`config.mk`:
```
export PLATFORM = sky130hd
export DESIGN_NAME = shtm_div
export DESIGN_NICKNAME = d
export VERILOG_FILES = /design/src/sv/shtm_pkg.sv /design/src/sv/shtm_div.sv
export SDC_FILE = /design/constraint.sdc
export NUM_CORES = 1
export LEC_CHECK = 0
export ABC_AREA = 1
export ABC_CLOCK_PERIOD_IN_PS = 3100
export BUFFER_PORTS_ARGS = -buffer_cell sky130_fd_sc_hd__buf_4
export CAP_MARGIN = 10
export CORE_MARGIN = 2
export CORE_UTILIZATION = 50
export CTS_BUF_LIST = sky130_fd_sc_hd__clkbuf_8 sky130_fd_sc_hd__clkbuf_16
export DETAILED_ROUTE_END_ITERATION = 10
export MAX_ROUTING_LAYER = met4
export PLACE_DENSITY = 0.77
export SLEW_MARGIN = 10
export SYNTH_ARGS = -nofsm -noshare
export SYNTH_HDL_FRONTEND = slang
export SYNTH_SLANG_ARGS = --single-unit
```
`constraint.sdc`:
```
create_clock -name clk -period 3.1 [get_ports clk]
set_input_delay 0.31 -clock clk [delete_from_list [all_inputs] [get_ports clk]]
set_output_delay 0.31 -clock clk [all_outputs]
set_load 0.01 [all_outputs]
```
`src/sv/shtm_pkg.sv`:
```
`default_nettype none
package shtm_pkg;

  localparam int FIELD_W = 32;
  localparam int OP_W = 2;
  localparam int AGE_W = 8;
  localparam int COUNT_OUT_W = 6;
  localparam int SCALE_W = 6;
  localparam int NUM_W = FIELD_W + SCALE_W;
  localparam int DEN_W = FIELD_W;

  localparam logic [SCALE_W-1:0] SLOPE_SCALE = 6'd60;

  localparam logic [FIELD_W-1:0] SLOPE_SAT_MAX = 32'h7fff_ffff;
  localparam logic [FIELD_W-1:0] SLOPE_SAT_MIN = 32'h8000_0000;

  localparam logic [OP_W-1:0] OP_RECORD = 2'd0;
  localparam logic [OP_W-1:0] OP_READ = 2'd1;
  localparam logic [OP_W-1:0] OP_SNAP = 2'd2;

  typedef struct packed {
    logic [FIELD_W-1:0] up;
    logic [FIELD_W-1:0] fr;
    logic [FIELD_W-1:0] mb;
    logic [FIELD_W-1:0] mn;
  } sample_t;

endpackage
`default_nettype wire

```
`src/sv/shtm_div.sv`:
```
`default_nettype none
module shtm_div (
  input  wire logic                          clk,
  input  wire logic                          rst,
  input  wire logic                          start,
  input  wire logic [shtm_pkg::NUM_W-1:0]    num,
  input  wire logic [shtm_pkg::DEN_W-1:0]    den,
  output      logic                          done,
  output      logic [shtm_pkg::NUM_W-1:0]    quo
);
  import shtm_pkg::*;

  localparam int CNT_W = $clog2(NUM_W);
  localparam logic [CNT_W-1:0] LAST = CNT_W'(NUM_W - 1);

  logic             busy;
  logic [CNT_W-1:0] cnt;
  logic [DEN_W-1:0] rem;
  logic [DEN_W-1:0] den_r;
  logic [DEN_W:0]   trial;
  logic [DEN_W:0]   diff;
  logic             ge;

  always_comb begin
    trial = {rem, quo[NUM_W-1]};
    diff = trial - {1'b0, den_r};
    ge = (trial >= {1'b0, den_r});
  end

  always_ff @(posedge clk) begin
    if (rst) begin
      busy <= 1'b0;
      done <= 1'b0;
      cnt <= '0;
    end else begin
      done <= 1'b0;
      if (start) begin
        busy <= 1'b1;
        cnt <= '0;
      end else if (busy) begin
        if (cnt == LAST) begin
          busy <= 1'b0;
          done <= 1'b1;
        end else begin
          cnt <= cnt + CNT_W'(1);
        end
      end
    end
  end

  always_ff @(posedge clk) begin
    if (start) begin
      rem <= '0;
      quo <= num;
      den_r <= den;
    end else if (busy) begin
      rem <= ge ? diff[DEN_W-1:0] : trial[DEN_W-1:0];
      quo <= {quo[NUM_W-2:0], ge};
    end
  end

endmodule
`default_nettype wire

```
* After elaboration in Yosys (flattened, before gate mapping) *
Cells that the tools add are included.

word-level totals
  logic and storage cells = 23
  bits of input ports = 73
  register bits after elaboration = 110
  output and inout bits = 39

cells by class
  bitwise logic cells = 2
  magnitude comparators = 1
  multiplexer cells = 7
  eq/ne operators = 1
  reductions and logical operators = 4
  add/sub/neg operators = 2

operators by type and width
  kind                   number
  $mux W38               2
  $ge A33 B32 Y1         1
  $mux W32               1
  $sub A32 B32 Y32       1
  $add A6 B1 Y6 const B  1
  $eq A6 B6 Y1 const B   1
  $mux W1                4
  $reduce_or A3 Y1       1
  $not A1 Y1             2
  $reduce_and A2 Y1      1
  $reduce_bool A2 Y1     1
  $reduce_or A2 Y1       1

* Longest topological paths before layout *
Gate-level depths: netlist (run 1).

  depth in word-level cells = 4
  gate-level depth with buffers = 16
  gate-level depth less buffers = 16

* Worst setup path after synthesis (run 1) *
No wires, ideal clock.

  path type = flip-flop to flip-flop
  from = register busy
  to = register quo[0] (netlist name), enable pin
  cell stages (with the launch flop) = 4
  path buffers = 1
  required time = 2,682 ps
  library setup time = 418 ps
  clock period less this slack = 2,232 ps
  arrival time = 1,815 ps
  path slack = 868 ps
  cell sequence = dfxtp_1 nor2_1 inv_2 buf_1

between the ends
  longest elaborated chain between the ends = 1

RTL lines
  element                       line            source
  from (decl)                   shtm_div.sv:16  logic busy;
  from (signal assigned)        shtm_div.sv:32  busy <= 1'b0;
  from (signal assigned)        shtm_div.sv:38  busy <= 1'b1;
  from (signal assigned)        shtm_div.sv:42  busy <= 1'b0;
  $reduce_bool A2 Y1 (no line)  --
  to (signal assigned)          shtm_div.sv:54  quo <= num;
  to (signal assigned)          shtm_div.sv:58  quo <= {quo[NUM_W-2:0], ge};
  to (decl)                     shtm_div.sv:9   output logic [shtm_pkg::NUM_W-1:0] quo

Every way passes these cells.
A chain may end at the register's enable or synchronous reset.

* Worst setup path after layout (run 1) *
  from = register den_r[30]
  to = register rem[31]

between the ends
  longest elaborated chain between the ends = 2
  elaborated cells between the ends (all ways) = 3
  those cells by class = add/sub: 1; order compare: 1; mux: 1

RTL lines
  element                                             line                            source
  from (decl)                                         shtm_div.sv:19                  logic [DEN_W-1:0] den_r;
  from (signal assigned)                              shtm_div.sv:55                  den_r <= den;
  $sub A32 B32 Y32 or $ge A33 B32 Y1 (tied branches)  shtm_div.sv:26, shtm_div.sv:27
  $mux W32 (*)                                        shtm_div.sv:57                  rem <= ge ? diff[DEN_W-1:0] : trial[DEN_W-1:0];
  to (signal assigned)                                shtm_div.sv:57
  to (decl)                                           shtm_div.sv:18                  logic [DEN_W-1:0] rem;

Every way passes the cells marked *; elsewhere a longest branch is shown, timed or not.

==> results of run 1 <==
==> where the power goes <==
group          switching, uW  internal (uW)  leakage [uW]
combinational            289            222       0.00328
sequential              44.1           1660       0.00103
clock                    606            649      0.000154
==> metal layers <==
metal,GRT usage [%],wire (um),vias to the layer above,part of all wire (%)
met1,31.5,7710,2883,44
met5,-,0,-,0
met4,8.98,435,0,2.5
met2,40.9,8060,245,46
li1,-,-,3321,-
met3,5.58,1510,36,8.5
==> area by class of cell <==
cell class	instances	area share [%]
clock buffers	9	2.69
well taps	180	2.69
multi-input cells	694	40.1
repair buffers	119	10.8
flip-flops and latches	110	34.7
clock inverters	7	1.02
inverters	178	7.98
==> placed cells by master (no fill, tap or decap) <==
cell type,Yosys,final
clkinv_1,1,2
a31oi_1,1,1
fa_1,1,1
clkbuf_16,0,9
xnor2_1,13,13
and3_1,2,2
a21oi_1,22,22
nor2_1,43,42
bufinv_16,0,1
nor2_2,6,7
and2_1,7,7
o21ai_1,16,16
xor2_1,1,1
nand3_2,2,2
inv_2,6,6
inv_1,171,171
nand3b_1,21,21
dfxtp_1,40,40
buf_12,0,1
nor3_1,5,5
edfxtp_1,70,70
nand3_1,81,81
o21bai_1,2,2
a211oi_1,1,1
inv_6,0,2
inv_8,0,3
nand4_1,4,4
nand2_4,2,2
buf_4,1,118
nand2_1,416,416
o21a_1,1,1
nor2_4,3,3
nand2_2,6,6
ha_1,34,34
o21ai_0,4,4
==> worst max-delay path, stage by stage (launching register included) <==
cell and delay [ns]:
edfxtp_1 0.37, inv_1 0.06, ha_1 0.25, a21oi_1 0.20, nor2_1 0.06, nor3_1 0.28, nand3_2 0.14, nor2_4 0.30
buf_4 0.36, nand3_1 0.11, nand2_1 0.08, inv_1 0.04, nand2_1 0.04, nand2_1 0.04
==> worst max path at each step <==
stage                     startpoint       to  slack, ns  depth (start not counted)
final                      den_r[30]  rem[31]       0.64                         13
after global routing       den_r[20]   rem[6]       0.41                         15
after CTS                  den_r[30]  rem[31]       0.65                         13
after detailed placement   den_r[30]   rem[6]       0.65                         11
after global placement     den_r[30]  rem[31]       0.71                         13
after floorplan                 busy   quo[0]       0.87                          3
==> kinds of logic after synthesis <==
family          Yosys count
compound gates           47
xor+xnor                 14
fa+ha+maj                35
buf+inv                 200
flops                   110
simple gates            598
==> sequential cells by signal (all words and copies together), names as in the netlist <==
register,flops
quo,38
rem,32
cnt,6
den_r,32
done,1
busy,1
==> stage by stage <==
stage / std cells / hold WS [ns] / setup WS, ns
floorplan: 1004 / 0.379 / 0.868
global placement: 1281 / 0.446 / 0.709
detailed placement: 1281 / 0.460 / 0.649
CTS: 1297 / 0.103 / 0.646
global route: 1297 / 0.104 / 0.409
finish: 1297 / 0.112 / 0.642
==> implementation parameters, run 1 <==
Parameter                              Value

Place
  Hpwl dp    about 14000 um
  Count of buffers inserted at the top-level ports    approximately 110
  Final weighted congestion in routability-driven placement    just over 1
  Post-detailed-placement cell area    roughly 0.0081 mm^2

Synth
  Most common flop cell mapped by yosys    edfxtp_1
  Synth Area in Adders    roughly 6.3%
  Cell with the most instances after synthesis    nand2_1
  Synthesized-area fraction occupied by and/or/nand/nor cells    a little over a third
  Sequential fraction of the synthesis area    approximately 40%
  Fraction of registers with async set/reset    0%
  Seq cells post-synth    110
  Cells taking the most area after synthesis    edfxtp_1, nand2_1, dfxtp_1, inv_1, ha_1
  Top-area cell type share of the netlist area    between 20% and 30%
  Synth Warn #    0
  Multiplexer area fraction after synthesis    0%
  Fraction of the mapped netlist area in compound gates    under 10%
  Number of synthesized flops with an enable pin    70
  Largest area contributor in the netlist    edfxtp_1
  Cell variety after synth    34
  Share of the synthesized netlist area taken by xor and xnor gates    1.74%
  Net Count, Synth    around 1100
  Combinational family with the most area after synthesis    simple AND/OR/NAND/NOR gates
  Cell Area, Synth    0.00705 mm^2
  Post-Synthesis Mean Instance Area    roughly 7.0 um^2
  Most instantiated cells after synthesis    nand2_1, inv_1, nand3_1, edfxtp_1, nor2_1
  Number of cells produced by synthesis    roughly 1000

Floorplanning
  Die Outline Area    around 0.015 mm^2
  Initial Utilization    between 50% and 60%
  Std-Cell Rows    43
  Standard cell core area    about 0.014 mm^2
  DIE WIDTH    ~120 um
  Die height    about 120 um
  I/O pin count    approximately 110

Flow run
  Number of maximum-capacitance violations    0

STA
  Highest Clock Rate    407 MHz
  Setup violations, final    0
  Measured slew at the worst slew-check pin    about 0.58 ns
  Tmin final    between 2 and 2.5 ns
  Final period util    between 70% and 80%
  Slew headroom    approximately three fifths
  Final clock skew    approximately 0.012 ns
  Unrepaired setup endpoints after global routing    false
  Final-report hold violation count    0
  Accumulated negative setup slack    0 ns
  Slew Viols, Final    0

Cells and area
  Area of all placed cells without fillers    between 0.008 and 0.009 mm^2
  Area used by sequential logic in the layout    between 0.002 and 0.003 mm^2
  Net count of the finished layout    approximately 1200
  Fraction of the core area covered by cells at the end of the flow    about three fifths
  Diode count    0
  Layout filler cell count    about 1300
  Layout cell share with drive strength beyond 1    roughly 14%
  Multi-input combinational cell area    0.00336 mm^2
  Area growth syn-to-layout    18.8%

Clock tree
  Clk Tree Root Cell    clkbuf_16
  Maximum clock path buffer count    2
  Clock insertion delay at the later pin of the skew report    0.37 ns
  Hold buffer count at cts    0
  Clock-pin slew on the worst setup and hold paths    0.08 ns
  # Post-CTS Setup Buffers    0
  TritonCTS clock tree    done
  Sinks on the clock net    110
  Gates resized, CTS repair    0
  TritonCTS buffer count    9
  Maximum level of the CTS H-tree    3

Power
  Power per unit of standard cell area    between 400 and 500 mW/mm^2
  Overall Power    around 3500 uW
  Leakage power    roughly 0.0045 uW
  Peak supply drop    around 0.36 mV

Worst hold path
  Worst min path class    input pin to flip-flop
  Worst min-delay path startpoint    rst
  Hold-critical path depth    2
  End point of the most critical hold path    busy

GRT
  Number of global-route vias before repair    ~6200
  Overflow after GRT    0
  First-pass GRT wire length    around 29000 um
  Aggregate global-route resource usage    between 20% and 30%
  Initial antenna violation count    0
  Pin count of the biggest net entering global routing    54

Route
  Antenna Nets Post-Route    0
  Total wirelength of the detailed-routed design    17700 um
  Average detailed-routed wire length per instance    about 14 um
  Via density    5.00
  Vias    about 6500
  Detailed Route Iter0 Violations    around 450
  Drt first pass iters    5
  Drt drc    0

Worst setup path
  Worst setup path category    flip-flop to flip-flop
  Nature of the critical path endpoint    flip-flop
  Reg2reg end    rem[31]
  CP Data Arrival Time    2.72 ns
  Worst Reg-to-Reg Cells    13
  Maximum fanout encountered on the critical timing path    22
  Critical path required time    about 3.4 ns
  Startpoint of the worst-slack reg-to-reg timing path    den_r[30]
  Critical path launch point type    flip-flop
  Internal reg-to-reg setup slack    about 0.64 ns

Status
  Result of the run    finished, final reports clean
No activity file was read; power rests on OpenSTA's default activity.
==> run 2, diff against run 1 <==
Settings changed: ABC_CLOCK_PERIOD_IN_PS 3100 to 2150, PLACE_DENSITY 0.77 to 0.8.
Clock period 3.1 ns to 2.15 ns, I/O delays scaled along.
==> run 2 against run 1 <==
Cell count rose by 3.0%. Total power rose by 48%. Count of clock-buffer cells in the layout did not move. Wire length rose by 7.7%. Worst hold slack got worse by 0.093 ns. Largest cell class unchanged. Final area rose by 9.8%. Combinational power rose by 72%. First-iteration DRC count fell by 8.9%. Register-to-register slack got worse by 0.61 ns. Critical path type unchanged. Core utilization rose by 5.9 points.
==> implementation parameters, run 2 (synthesized netlist as in run 1, its figures left out) <==
Parameter                              Value

Floorplanning
  Die Outline Area    0.0151 mm^2 (unchanged)
  I/O pin count    112 (unchanged)
  DIE WIDTH    123 um (unchanged)
  Die height    123 um (unchanged)
  Initial Utilization    51.0% (unchanged)
  Std-Cell Rows    43 (unchanged)
  Standard cell core area    0.0138 mm^2 (unchanged)

STA
  Measured slew at the worst slew-check pin    0.411 ns (was 0.578 ns)
  Highest Clock Rate    473 MHz (was 407 MHz)
  Unrepaired setup endpoints after global routing    true (was false)
  Final period util    98.3% (was 79.3%)
  Slew headroom    72.6% (was 61.5%)
  Tmin final    2.11 ns (was 2.46 ns)
  Setup violations, final    0 (unchanged)
  Slew Viols, Final    0 (unchanged)
  Accumulated negative setup slack    0 ns (unchanged)
  Final-report hold violation count    0 (unchanged)
  Final clock skew    0.0109 ns (was 0.0117 ns)

Route
  Average detailed-routed wire length per instance    14.3 um (was 13.7 um)
  Detailed Route Iter0 Violations    407 (was 447)
  Drt drc    0 (unchanged)
  Drt first pass iters    5 (unchanged)
  Total wirelength of the detailed-routed design    19100 um (was 17700 um)
  Vias    6761 (was 6485)
  Via density    5.06 (was 5.00)
  Antenna Nets Post-Route    0 (unchanged)

Cells and area
  Biggest registers after layout    quo x38, den_r x32, rem x32 (unchanged)
  Register bank with the most flops    quo (unchanged)
  Area of all placed cells without fillers    0.00919 mm^2 (was 0.00837 mm^2)
  Net count of the finished layout    1259 (was 1220)
  Diode count    0 (unchanged)
  Area growth syn-to-layout    30.4% (was 18.8%)
  Most common cell after layout, fill and taps aside    nand2_1 (unchanged)
  Commonest non-fill, non-tap cells in the layout    nand2_1, inv_1, buf_4 (unchanged)
  Count of non-filler cells in the finished layout    1336 (was 1297)
  Layout cell share with drive strength beyond 1    23.4% (was 14.3%)
  Layout filler cell count    1144 (was 1286)
  Number of flip-flops in the largest register    38 (unchanged)

GRT
  Pin count of the biggest net entering global routing    41 (was 54)
  Overflow after GRT    0 (unchanged)
  Initial antenna violation count    0 (unchanged)
  First-pass GRT wire length    30000 um (was 29000 um)
  Aggregate global-route resource usage    26.4% (was 25.4%)
  Number of global-route vias before repair    6390 (was 6232)

Power
  Power per unit of standard cell area    560 mW/mm^2 (was 415 mW/mm^2)
  Switch Pwr    1410 uW (was 939 uW)
  Comb pwr share    17.1% (was 14.7%)
  Switching portion of total power    27.4% (was 27.0%)
  Overall Power    5150 uW (was 3470 uW)
  Fraction of power consumed by the clock network    35.0% (was 36.1%)
  Cell-internal power    3740 uW (was 2530 uW)
  Sequential cell fraction of total power    47.9% (was 49.2%)
  Leakage power    0.00468 uW (was 0.00446 uW)
  Peak supply drop    0.483 mV (was 0.360 mV)

Place
  Final weighted congestion in routability-driven placement    1.03 (was 1.01)
  Cell count after placement    1315 (was 1281)
  Hpwl dp    14400 um (was 13600 um)
  Post-detailed-placement cell area    0.00836 mm^2 (was 0.00806 mm^2)
  Count of buffers inserted at the top-level ports    111 (unchanged)

Clock tree
  Maximum clock path buffer count    2 (unchanged)
  TritonCTS clock tree    done (unchanged)
  Maximum level of the CTS H-tree    3 (unchanged)
  Clk Tree Root Cell    clkbuf_16 (unchanged)
  TritonCTS buffer count    9 (unchanged)
  Sinks on the clock net    110 (unchanged)
  Clock insertion delay at the later pin of the skew report    0.37 ns (about the same)
  Clock-pin slew on the worst setup and hold paths    0.08 ns (about the same)

Worst hold path
  Worst min-delay path startpoint    den[18] (was rst)
  Hold-critical path depth    1 (was 2)
  Worst min path class    input pin to flip-flop (unchanged)
  End point of the most critical hold path    den_r[18] (was busy)

Worst setup path
  Startpoint of the worst-slack reg-to-reg timing path    den_r[18] (was den_r[30])
  Worst Reg-to-Reg Cells    16 (was 13)
  Critical path required time    2.45 ns (was 3.36 ns)
  Critical path launch point type    flip-flop (unchanged)
  Worst setup path category    flip-flop to flip-flop (unchanged)
  Maximum fanout encountered on the critical timing path    13 (was 22)
  Reg2reg end    rem[17] (was rem[31])
  Internal reg-to-reg setup slack    0.04 ns (was 0.64 ns)
  Nature of the critical path endpoint    flip-flop (unchanged)
  CP Data Arrival Time    2.41 ns (was 2.72 ns)

Flow run
  Number of maximum-capacitance violations    0 (unchanged)

Status
  Result of the run    finished, final reports clean (unchanged)
run 2: cell types whose count changed in the layout (fill, tap and decap cells not counted), moves of 5 or more:
cell,previous run,this run
ha_4,0,24
inv_2,6,14
ha_1,34,7
nor2_1,42,37
inv_1,171,163
nand2_2,6,22
buf_4,118,148
nand2_1,416,396
run 2: how the worst max path moves through the flow:
| stage | startpoint | end | slack (ns) | cells past startpoint |
|---|---|---|---|---|
| floorplan | quo[37] | rem[16] | 0.17 | 15 |
| global placement | quo[37] | rem[30] | -0.004 | 15 |
| detailed placement | quo[37] | rem[30] | -0.05 | 15 |
| CTS | den_r[28] | rem[17] | 0.02 | 11 |
| global route | quo[37] | rem[17] | -0.07 | 14 |
| finish | den_r[18] | rem[17] | 0.04 | 16 |
run 2: critical path, cell delays in order, from the launching register on:
cell	delay, ns
edfxtp_1	0.40
inv_2	0.09
ha_4	0.22
nand2_2	0.07
nand2_2	0.05
nand2_1	0.05
nand2_1	0.06
nand2_1	0.06
nand2_1	0.06
nand2_1	0.08
nand3_2	0.09
nor2_4	0.25
nand2_8	0.10
buf_12	0.15
nand2_1	0.07
nand3_1	0.11
o21ai_1	0.12
run 2: final cells by class:
class                   count  area (um^2)  area share [%]
flip-flops and latches    110         2910            31.6
multi-input cells         694         3810            41.4
inverters                 178          668            7.27
clock inverters             7         90.1           0.980
clock buffers               9          225            2.45
repair buffers            158         1270            13.8
well taps                 180          225            2.45
run 2: metal layers:
metal	track usage, %	vias to the layer above	wire length (um)
met5	-	-	0
met4	8.26	0	343
met3	4.55	24	1360
met2	42.1	231	8970
met1	34.4	3092	8410
li1	-	3414	-
run 2: what timing repair did:
action	4_1_cts	5_1_grt
gates resized for setup	3	97
setup endpoints to repair	5	33
hold buffers	1	0
pin swaps	0	7
hold endpoints to repair	1	0
setup buffers	0	4
run 2: stage by stage:
step	setup slack (ns)	util, %	hold WS [ns]
after global routing	-0.0666	66.5	0.0109
after CTS	0.0158	62.9	0.0107
after floorplan	0.168	-	0.284
final	0.0360	66.5	0.0185
after global placement	-0.00362	60.4	0.381
after detailed placement	-0.0491	60.4	0.382
run 2: power by group through the flow:
stage                     sequential (uW)  clock, uW  combinational [uW]
after CTS                            2470       1830                 786
after global routing                 2480       1880                 965
after detailed placement             2510          0                 784
after floorplan                      2530          0                 365
final                                2470       1800                 878
after global placement               2510          0                 768
